===== src/rtl/tscd_pkg.sv =====
// Shared widths, constants and month table for the TAI to calendar converter.
`default_nettype none
package tscd_pkg;
	localparam int TaiW   = 32;
	localparam int NanoW  = 30;
	localparam int TzW    = 18;
	localparam int OffW   = 9;
	localparam int YearW  = 11;
	localparam int MonthW = 4;
	localparam int DayW   = 5;
	localparam int HourW  = 5;
	localparam int MinW   = 6;
	localparam int SecW   = 6;

	localparam int NumW   = 31;
	localparam int RemW   = 17;
	localparam int DaysW  = 15;
	localparam int LenW   = 9;
	localparam int SubW   = RemW + 1;

	localparam int MulAW  = 25;
	localparam int MulBW  = 24;
	localparam int ProdW  = MulAW + MulBW;

	// A day is 675 * 2^7 seconds, so the day count is (total >> 7) / 675.
	localparam int DayShift       = 7;
	localparam int DayRemW        = 10;
	localparam int DayRecipShift  = 34;
	localparam int HourShift      = 4;
	localparam int HourRecipShift = 21;
	localparam int RemHourW       = 12;
	localparam int MinShift       = 2;
	localparam int MinRecipShift  = 14;

	localparam logic [OffW-1:0] OffReset = 9'd37;
	localparam logic signed [TzW-1:0] TzLimitPos = 18'sd86400;
	localparam logic signed [TzW-1:0] TzLimitNeg = -18'sd86400;

	// The reciprocals are exact for every operand the datapath can present.
	localparam logic [MulAW-1:0] DayRecip  = 25'd25451659;
	localparam logic [MulAW-1:0] HourRecip = 25'd9321;
	localparam logic [MulAW-1:0] MinRecip  = 25'd1093;

	localparam logic [MulBW-1:0] DayFactor   = 24'd675;
	localparam logic [MulBW-1:0] SecsPerHour = 24'd3600;
	localparam logic [MulBW-1:0] SecsPerMin  = 24'd60;

	localparam logic [YearW-1:0] EpochYear = 11'd1970;
	localparam logic [LenW-1:0] DaysCommon = 9'd365;
	localparam logic [LenW-1:0] DaysLeap   = 9'd366;
	localparam logic [MonthW-1:0] LastMonth = 4'd11;

	// Month index counts from zero, so index one is February.
	function automatic logic [LenW-1:0] month_len(input logic [MonthW-1:0] m, input logic leap);
		logic [LenW-1:0] d;
		case (m)
			4'd0:    d = 9'd31;
			4'd1:    d = leap ? 9'd29 : 9'd28;
			4'd2:    d = 9'd31;
			4'd3:    d = 9'd30;
			4'd4:    d = 9'd31;
			4'd5:    d = 9'd30;
			4'd6:    d = 9'd31;
			4'd7:    d = 9'd31;
			4'd8:    d = 9'd30;
			4'd9:    d = 9'd31;
			4'd10:   d = 9'd30;
			4'd11:   d = 9'd31;
			default: d = 9'd31;
		endcase
		return d;
	endfunction
endpackage
`default_nettype wire


===== src/rtl/tscd_in_if.sv =====
// Input channel interface carrying one timestamp per transfer.
`default_nettype none
interface tscd_in_if;
	import tscd_pkg::*;
	logic                     valid;
	logic                     ready;
	logic [TaiW-1:0]          tai_seconds;
	logic [NanoW-1:0]         nanoseconds;
	logic signed [TzW-1:0]    zone_secs;

	modport source (output valid, output tai_seconds, output nanoseconds, output zone_secs,
		input ready);
	modport sink (input valid, input tai_seconds, input nanoseconds, input zone_secs,
		output ready);
endinterface
`default_nettype wire


===== src/rtl/tscd_out_if.sv =====
// Output channel interface carrying one calendar date and time per transfer.
`default_nettype none
interface tscd_out_if;
	import tscd_pkg::*;
	logic               valid;
	logic               ready;
	logic [YearW-1:0]   year;
	logic [MonthW-1:0]  month;
	logic [DayW-1:0]    day_of_month;
	logic [HourW-1:0]   hour;
	logic [MinW-1:0]    minute;
	logic [SecW-1:0]    second;
	logic [NanoW-1:0]   nanos_out;

	modport source (output valid, output year, output month, output day_of_month,
		output hour, output minute, output second, output nanos_out, input ready);
	modport sink (input valid, input year, input month, input day_of_month,
		input hour, input minute, input second, input nanos_out, output ready);
endinterface
`default_nettype wire


===== src/rtl/tai_seconds_to_calendar_datetime.sv =====
// Top level: TAI seconds to Gregorian date and time of day on a shared multiplier and subtractor.
//
//   channel  direction  handshake       payload
//   in_ch    in         valid/ready     tai_seconds, nanoseconds, zone_secs
//   out_ch   out        valid/ready     year, month, day_of_month, hour, minute, second, nanos_out
//   cfg      in         valid/ready     cfg_data (TAI-UTC offset, reset value 37)
//
// An item goes through six steps on one 25 x 24 bit multiplier, which split the count into
// days, hours, minutes and seconds. The year walk then steps over the whole years after 1970
// (up to 68) and the month walk over the whole months (up to 11), both on the single 18-bit
// subtractor, and they set the rest; they run longest for a date in December 2037.
// The input is ready only when idle.
// The result stays valid until its transfer; a stall on the output holds the block.
// Reset is asynchronous and leaves the block idle with the offset register at 37.
`default_nettype none
module tai_seconds_to_calendar_datetime (
	input  wire logic                     clk,
	input  wire logic                     arst_n,
	input  wire logic                     cfg_valid,
	output logic                          cfg_ready,
	input  wire logic [tscd_pkg::OffW-1:0] cfg_data,
	tscd_in_if.sink                       in_ch,
	tscd_out_if.source                    out_ch
);
	import tscd_pkg::*;

	localparam logic [2:0] S_IDLE  = 3'd0;
	localparam logic [2:0] S_DIV   = 3'd1;
	localparam logic [2:0] S_YEAR  = 3'd2;
	localparam logic [2:0] S_MONTH = 3'd3;
	localparam logic [2:0] S_DONE  = 3'd4;

	localparam logic [2:0] ST_DAY       = 3'd0;
	localparam logic [2:0] ST_DAY_BACK  = 3'd1;
	localparam logic [2:0] ST_HOUR      = 3'd2;
	localparam logic [2:0] ST_HOUR_BACK = 3'd3;
	localparam logic [2:0] ST_MIN       = 3'd4;
	localparam logic [2:0] ST_MIN_BACK  = 3'd5;

	logic [2:0]              state_q;
	logic [2:0]              step_q;
	logic [OffW-1:0]         off_q;

	logic [NumW-1:0]         num_q;
	logic [RemW-1:0]         rem_q;
	logic [DaysW-1:0]        days_q;
	logic [YearW-1:0]        year_q;
	logic [MonthW-1:0]       month_q;
	logic [HourW-1:0]        hour_q;
	logic [MinW-1:0]         minute_q;
	logic [SecW-1:0]         second_q;
	logic [NanoW-1:0]        nanos_q;

	logic                    in_fire;
	logic                    out_fire;
	logic signed [TzW-1:0]   tz_c;
	logic [TaiW-1:0]         total;
	logic                    leap;
	logic [MulAW-1:0]        mul_a;
	logic [MulBW-1:0]        mul_b;
	logic [ProdW-1:0]        prod;
	logic [SubW-1:0]         sub_a;
	logic [SubW-1:0]         sub_b;
	logic [SubW:0]           diff;
	logic                    borrow;

	assign cfg_ready = 1'b1;
	assign in_ch.ready = (state_q == S_IDLE);
	assign in_fire = in_ch.valid && in_ch.ready;
	assign out_ch.valid = (state_q == S_DONE);
	assign out_fire = out_ch.valid && out_ch.ready;

	always_comb begin
		if (in_ch.zone_secs > TzLimitPos) begin
			tz_c = TzLimitPos;
		end else if (in_ch.zone_secs < TzLimitNeg) begin
			tz_c = TzLimitNeg;
		end else begin
			tz_c = in_ch.zone_secs;
		end
	end

	assign total = in_ch.tai_seconds - {{(TaiW-OffW){off_q[OffW-1]}}, off_q}
		+ {{(TaiW-TzW){tz_c[TzW-1]}}, tz_c};

	// Years reachable from a 31-bit count lie in 1970..2038, where every fourth year is leap.
	assign leap = (year_q[1:0] == 2'b00);

	always_comb begin
		case (step_q)
			ST_DAY: begin
				mul_a = DayRecip;
				mul_b = num_q[NumW-1:DayShift];
			end
			ST_DAY_BACK: begin
				mul_a = {{(MulAW-DaysW){1'b0}}, days_q};
				mul_b = DayFactor;
			end
			ST_HOUR: begin
				mul_a = HourRecip;
				mul_b = {{(MulBW-RemW+HourShift){1'b0}}, rem_q[RemW-1:HourShift]};
			end
			ST_HOUR_BACK: begin
				mul_a = {{(MulAW-HourW){1'b0}}, hour_q};
				mul_b = SecsPerHour;
			end
			ST_MIN: begin
				mul_a = MinRecip;
				mul_b = {{(MulBW-RemHourW+MinShift){1'b0}}, rem_q[RemHourW-1:MinShift]};
			end
			default: begin
				mul_a = {{(MulAW-MinW){1'b0}}, minute_q};
				mul_b = SecsPerMin;
			end
		endcase
	end

	assign prod = {{MulBW{1'b0}}, mul_a} * {{MulAW{1'b0}}, mul_b};

	always_comb begin
		case (state_q)
			S_DIV: begin
				if (step_q == ST_DAY_BACK) begin
					sub_a = {1'b0, num_q[DayShift +: RemW]};
				end else begin
					sub_a = {1'b0, rem_q};
				end
				sub_b = {1'b0, prod[RemW-1:0]};
			end
			S_YEAR: begin
				sub_a = {{(SubW-DaysW){1'b0}}, days_q};
				sub_b = {{(SubW-LenW){1'b0}}, (leap ? DaysLeap : DaysCommon)};
			end
			S_MONTH: begin
				sub_a = {{(SubW-DaysW){1'b0}}, days_q};
				sub_b = {{(SubW-LenW){1'b0}}, month_len(month_q, leap)};
			end
			default: begin
				sub_a = '0;
				sub_b = '0;
			end
		endcase
	end

	assign diff = {1'b0, sub_a} - {1'b0, sub_b};
	assign borrow = diff[SubW];

	always_ff @(posedge clk or negedge arst_n) begin
		if (!arst_n) begin
			state_q <= S_IDLE;
			step_q  <= ST_DAY;
			off_q   <= OffReset;
		end else begin
			if (cfg_valid && cfg_ready) begin
				off_q <= cfg_data;
			end
			case (state_q)
				S_IDLE: begin
					if (in_fire) begin
						state_q <= S_DIV;
						step_q  <= ST_DAY;
					end
				end
				S_DIV: begin
					if (step_q == ST_MIN_BACK) begin
						state_q <= S_YEAR;
					end else begin
						step_q <= step_q + 3'd1;
					end
				end
				S_YEAR: begin
					if (borrow) begin
						state_q <= S_MONTH;
					end
				end
				S_MONTH: begin
					if (borrow || (month_q == LastMonth)) begin
						state_q <= S_DONE;
					end
				end
				S_DONE: begin
					if (out_fire) begin
						state_q <= S_IDLE;
					end
				end
				default: begin
					state_q <= S_IDLE;
				end
			endcase
		end
	end

	always_ff @(posedge clk) begin
		case (state_q)
			S_IDLE: begin
				if (in_fire) begin
					num_q   <= total[TaiW-1] ? '0 : total[NumW-1:0];
					nanos_q <= in_ch.nanoseconds;
				end
			end
			S_DIV: begin
				case (step_q)
					ST_DAY: begin
						days_q <= prod[DayRecipShift +: DaysW];
					end
					ST_DAY_BACK: begin
						rem_q <= {diff[DayRemW-1:0], num_q[DayShift-1:0]};
					end
					ST_HOUR: begin
						hour_q <= prod[HourRecipShift +: HourW];
					end
					ST_HOUR_BACK: begin
						rem_q <= diff[RemW-1:0];
					end
					ST_MIN: begin
						minute_q <= prod[MinRecipShift +: MinW];
					end
					default: begin
						second_q <= diff[SecW-1:0];
						year_q   <= EpochYear;
						month_q  <= '0;
					end
				endcase
			end
			S_YEAR: begin
				if (!borrow) begin
					days_q <= diff[DaysW-1:0];
					year_q <= year_q + 11'd1;
				end
			end
			S_MONTH: begin
				if (!borrow && (month_q != LastMonth)) begin
					days_q  <= diff[DaysW-1:0];
					month_q <= month_q + 4'd1;
				end
			end
			default: begin
			end
		endcase
	end

	assign out_ch.year         = year_q;
	assign out_ch.month        = month_q + 4'd1;
	assign out_ch.day_of_month = days_q[DayW-1:0] + 5'd1;
	assign out_ch.hour         = hour_q;
	assign out_ch.minute       = minute_q;
	assign out_ch.second       = second_q;
	assign out_ch.nanos_out    = nanos_q;
endmodule
`default_nettype wire


===== src/flat_wrapper.sv =====
// flat-port wrapper written by rule: the top's interface ports become plain ports
module tai_seconds_to_calendar_datetime_flat import tscd_pkg::*;
  (clk, arst_n, cfg_valid, cfg_ready, cfg_data, in_ch_valid, in_ch_tai_seconds, in_ch_nanoseconds, in_ch_zone_secs, in_ch_ready, out_ch_valid, out_ch_year, out_ch_month, out_ch_day_of_month, out_ch_hour, out_ch_minute, out_ch_second, out_ch_nanos_out, out_ch_ready);
  tscd_in_if in_ch_i ();
  tscd_out_if out_ch_i ();
  input  wire logic clk;
  input  wire logic arst_n;
  input  wire logic cfg_valid;
  output logic cfg_ready;
  input  wire logic [tscd_pkg::OffW-1:0] cfg_data;
  input wire logic [$bits(in_ch_i.valid)-1:0] in_ch_valid;
  input wire logic [$bits(in_ch_i.tai_seconds)-1:0] in_ch_tai_seconds;
  input wire logic [$bits(in_ch_i.nanoseconds)-1:0] in_ch_nanoseconds;
  input wire logic [$bits(in_ch_i.zone_secs)-1:0] in_ch_zone_secs;
  output wire logic [$bits(in_ch_i.ready)-1:0] in_ch_ready;
  output wire logic [$bits(out_ch_i.valid)-1:0] out_ch_valid;
  output wire logic [$bits(out_ch_i.year)-1:0] out_ch_year;
  output wire logic [$bits(out_ch_i.month)-1:0] out_ch_month;
  output wire logic [$bits(out_ch_i.day_of_month)-1:0] out_ch_day_of_month;
  output wire logic [$bits(out_ch_i.hour)-1:0] out_ch_hour;
  output wire logic [$bits(out_ch_i.minute)-1:0] out_ch_minute;
  output wire logic [$bits(out_ch_i.second)-1:0] out_ch_second;
  output wire logic [$bits(out_ch_i.nanos_out)-1:0] out_ch_nanos_out;
  input wire logic [$bits(out_ch_i.ready)-1:0] out_ch_ready;
  assign in_ch_i.valid = in_ch_valid;
  assign in_ch_i.tai_seconds = in_ch_tai_seconds;
  assign in_ch_i.nanoseconds = in_ch_nanoseconds;
  assign in_ch_i.zone_secs = in_ch_zone_secs;
  assign in_ch_ready = in_ch_i.ready;
  assign out_ch_valid = out_ch_i.valid;
  assign out_ch_year = out_ch_i.year;
  assign out_ch_month = out_ch_i.month;
  assign out_ch_day_of_month = out_ch_i.day_of_month;
  assign out_ch_hour = out_ch_i.hour;
  assign out_ch_minute = out_ch_i.minute;
  assign out_ch_second = out_ch_i.second;
  assign out_ch_nanos_out = out_ch_i.nanos_out;
  assign out_ch_i.ready = out_ch_ready;
  tai_seconds_to_calendar_datetime u_core (.clk(clk), .arst_n(arst_n), .cfg_valid(cfg_valid), .cfg_ready(cfg_ready), .cfg_data(cfg_data), .in_ch(in_ch_i), .out_ch(out_ch_i));
endmodule

===== config.mk =====
export PLATFORM = sky130hd
export DESIGN_NAME = tai_seconds_to_calendar_datetime_flat
export DESIGN_NICKNAME = d
export VERILOG_FILES = /design/src/rtl/tscd_pkg.sv /design/src/rtl/tscd_in_if.sv /design/src/rtl/tscd_out_if.sv /design/src/rtl/tai_seconds_to_calendar_datetime.sv /design/src/flat_wrapper.sv
export SDC_FILE = /design/constraint.sdc
export NUM_CORES = 1
export LEC_CHECK = 0
export ABC_AREA = 1
export BUFFER_PORTS_ARGS = -buffer_cell sky130_fd_sc_hd__buf_2
export CELL_PAD_IN_SITES_DETAIL_PLACEMENT = 0
export CELL_PAD_IN_SITES_GLOBAL_PLACEMENT = 1
export CORE_MARGIN = 2
export CORE_UTILIZATION = 45
export CTS_BUF_LIST = sky130_fd_sc_hd__clkbuf_2
export DETAILED_ROUTE_END_ITERATION = 10
export HOLD_SLACK_MARGIN = 0.03
export PLACE_DENSITY_LB_ADDON = 0.1
export REMOVE_ABC_BUFFERS = 1
export SYNTH_ARGS = -nofsm -noshare
export SYNTH_HDL_FRONTEND = slang
export SYNTH_SLANG_ARGS = --single-unit
export TNS_END_PERCENT = 50

===== constraint.sdc =====
create_clock -name clk -period 26 [get_ports clk]
set_input_delay 3.9 -clock clk [delete_from_list [all_inputs] [get_ports clk]]
set_output_delay 3.9 -clock clk [all_outputs]
set_load 0.02 [all_outputs]

==> results.py <==
metrics = {
    "critical_path": {
        "critical_path.endpoint_type": "register",
        "cp_max_fo": 40,
        "crit_type": "reg2reg",
        "critPathLaunchType": "register",
        "cp_slowest_stage_delay_ns": 1.10,
        "reg2reg_slack_ns": 16.48,
        "cp_data_required_time_ns": 26.49,
        "slowest_stage": "a211oi_1",
        "arrival_ns": 10.00,
    },
    "grt": {
        "grt_max_degree": 62,
        "antenna_found_initial": 2,
        "grt_pass1_vias": 23500,
        "overflow": 0,
        "grt_usage": 0.277,
        "grt_pass1_wl_um": 133000,
    },
    "layout": {
        "drive_above_1_share": 0.0738,
        "fin_cells": 4499,
        "syn_to_final_growth_pct": 7.18,
        "layout.nets": 4474,
    },
    "clocking": {
        "cts_hold_buf": 0,
        "cts.repair.resized": 0,
        "clock_latency_ns": 0.84,
        "cts_tree": "built",
        "post_cts_buffers": 0,
        "cts_sinks": 140,
        "clockRootBuffer": "clkbuf_2",
        "clkTransAtPathRegs_ns": 0.30,
        "cts_inserted_buffers": 17,
        "cts.path.max_buffers": 2,
        "htree_levels": 4,
    },
    "synthesis": {
        "yosysMostFrequentCell": "inv_1",
        "ys_ff_latch": 140,
        "ys_seq_area_frac": 0.154,
        "yosys.area.top_type": "fa_1",
        "avgSynthCellArea_um2": 7.55,
        "synth_ff_type": "edfxtp_1",
        "synth_commonest_cells": "988 x inv_1, 919 x nand2_1, 371 x fa_1",
        "syn_area_mm2": 0.0269,
        "yosysUniqueCellTypes": 59,
        "synth_cells": 3563,
        "synth_area_leaders": "fa_1 28%, edfxtp_1 14%, ha_1 14%",
        "synth_edf_count": 125,
        "async_flop_share": 0.107,
        "yosysTopAreaCellShare": 0.276,
        "ys.warnings.count": 0,
    },
    "sta": {
        "fin_tns_setup_ns": 0,
        "period_share": 0.366,
        "rsz0062_at_grt": "false",
        "finalSetupViolations": 0,
        "relSlewSlack": 0.105,
        "fin_ws_ns": 16.48,
        "drv_slew": 0,
        "fin_hold_ws_ns": 0.564,
        "finalCriticalPeriod_ns": 9.52,
        "fin_skew_ns": 0.0875,
        "hold_violations": 0,
        "clock.fmax_ghz": 0.105,
        "worst_pin_slew_ns": 1.33,
    },
    "routing": {
        "drt-initial-drc-count": 1407,
        "num_vias": 22600,
        "wl_per_cell_um": 18.8,
        "dr.pass1.iters": 5,
        "final_antenna_net_count": 0,
        "routed_wl_um": 84700,
        "drcViolationCount": 0,
        "vias_per_cell": 5.02,
    },
    "floorplanning": {
        "coreArea_mm2": 0.0590,
        "die_w_um": 248,
        "die_h_um": 248,
        "die_area_mm2": 0.0617,
        "num_rows": 89,
        "initial_core_util": 0.456,
        "io-pin-count": 164,
    },
    "placement": {
        "dpl.cell_count": 4465,
        "hpwlAfterDp_um": 73100,
        "io_buffers": 162,
        "gp_congestion": 0.915,
        "pre_cts_ws_ns": 16.62,
    },
    "job": {
        "max-cap-violations": 0,
    },
    "hold_path": {
        "hold_path_class": "reg2reg",
    },
    "run_status": {
        "outcome": "finished clean",
    },
}
-- kinds of logic (layout without fill, tap and decap cells) --
group | Yosys count | count (layout) | share of synthesized area
other cells | 1 | 3 | 0.000139
xor+xnor | 48 | 48 | 0.0156
mux | 8 | 8 | 0.00335
compound gates | 226 | 226 | 0.0478
fa+ha+maj | 669 | 669 | 0.415
simple gates | 1415 | 1415 | 0.213
buf+inv | 1056 | 1217 | 0.151
flops | 140 | 140 | 0.154
-- layer usage --
metal | vias to the layer above | GRT usage | part of all wire
li1 | 10900 | - | -
met1 | 11000 | 0.357 | 0.42
met2 | 608 | 0.490 | 0.50
met3 | 117 | 0.0305 | 0.051
met4 | 2 | 0.0808 | 0.028
met5 | - | 0 | 0.00015
-- path summary, 6_finish.rpt --
kind                                          startpoint                          end  depth (start not counted)
min                        u_core.num_q[4]$_SDFFCE_PP0P_    u_core.rem_q[4]$_DFFE_PP_                          2
min in group asynchronous                         arst_n  u_core.off_q[1]$_DFFE_PN0P_                          1
max in group asynchronous                         arst_n  u_core.off_q[5]$_DFFE_PN1P_                          1
max reg2reg                 u_core.step_q[1]$_DFFE_PN0P_   u_core.days_q[6]$_DFFE_PP_                         36
max                         u_core.step_q[1]$_DFFE_PN0P_   u_core.days_q[6]$_DFFE_PP_                         36
min reg2reg                u_core.num_q[4]$_SDFFCE_PP0P_    u_core.rem_q[4]$_DFFE_PP_                          2
-- metrics by stage --
| step | utilization | cell area [um2] |
|---|---|---|
| 2_1_floorplan | - | 26600 |
| 4_1_cts | 0.488 | 28800 |
| 5_1_grt | 0.488 | 28800 |
| 3_5_place_dp | 0.484 | 28600 |
| 3_3_place_gp | 0.484 | 28600 |
| 6_report | 0.489 | 28800 |
-- sequential cells by signal (all words and copies together) (netlist names) --
name and count:
u_core.days_q 15, u_core.month_q 4, u_core.num_q 31, u_core.off_q 9, u_core.out_ch.hour 5, u_core.out_ch.minute 6
u_core.out_ch.nanos_out 30, u_core.out_ch.second 6, u_core.out_ch.year 11, u_core.rem_q 17, u_core.state_q 3, u_core.step_q 3
-- layout by cell type (no fill, tap or decap), types with 8 or more instances in the layout --
master / netlist / routed
nand4_1: 17 / 17
ha_1: 298 / 298
mux2_2: 8 / 8
xor2_1: 33 / 33
inv_2: 9 / 9
nand3_1: 136 / 136
edfxtp_1: 125 / 125
a21oi_1: 93 / 93
xnor2_1: 15 / 15
nor2_1: 273 / 271
dfrtp_1: 12 / 12
o21ai_0: 73 / 73
o21bai_1: 14 / 14
fa_1: 371 / 371
inv_1: 988 / 988
buf_4: 7 / 22
clkbuf_2: 0 / 17
nor3_1: 26 / 25
nand2_1: 919 / 919
o22ai_1: 15 / 15
buf_2: 22 / 162
or2_2: 11 / 11
-- final cells by class --
class                           count  area (um2)
Clock inverter                     15         189
Antenna cell                        2        5.00
Inverter                         1001        3760
Sequential cell                   140        4130
Timing Repair Buffer              184         976
Multi-Input combinational cell   2367       18700
Fill cell                        6000       30200
Tap cell                          773         967
Clock buffer                       17        85.1
-- worst max-delay path: cells and delay by family, from the launching register on --
family                   cells  cell delay, ns
buffers and inverters       10            1.43
flip-flops                   1            0.48
adder cells (fa/ha/maj)     10            3.93
XOR/XNOR                     1            0.22
AND/OR/NAND/NOR             14            2.00
AO/OA/AOI/OAI                1            1.10
Power is left out: the tool's default activity adds up to more than one toggle a clock period on the data nets, which glitch-free logic cannot reach.
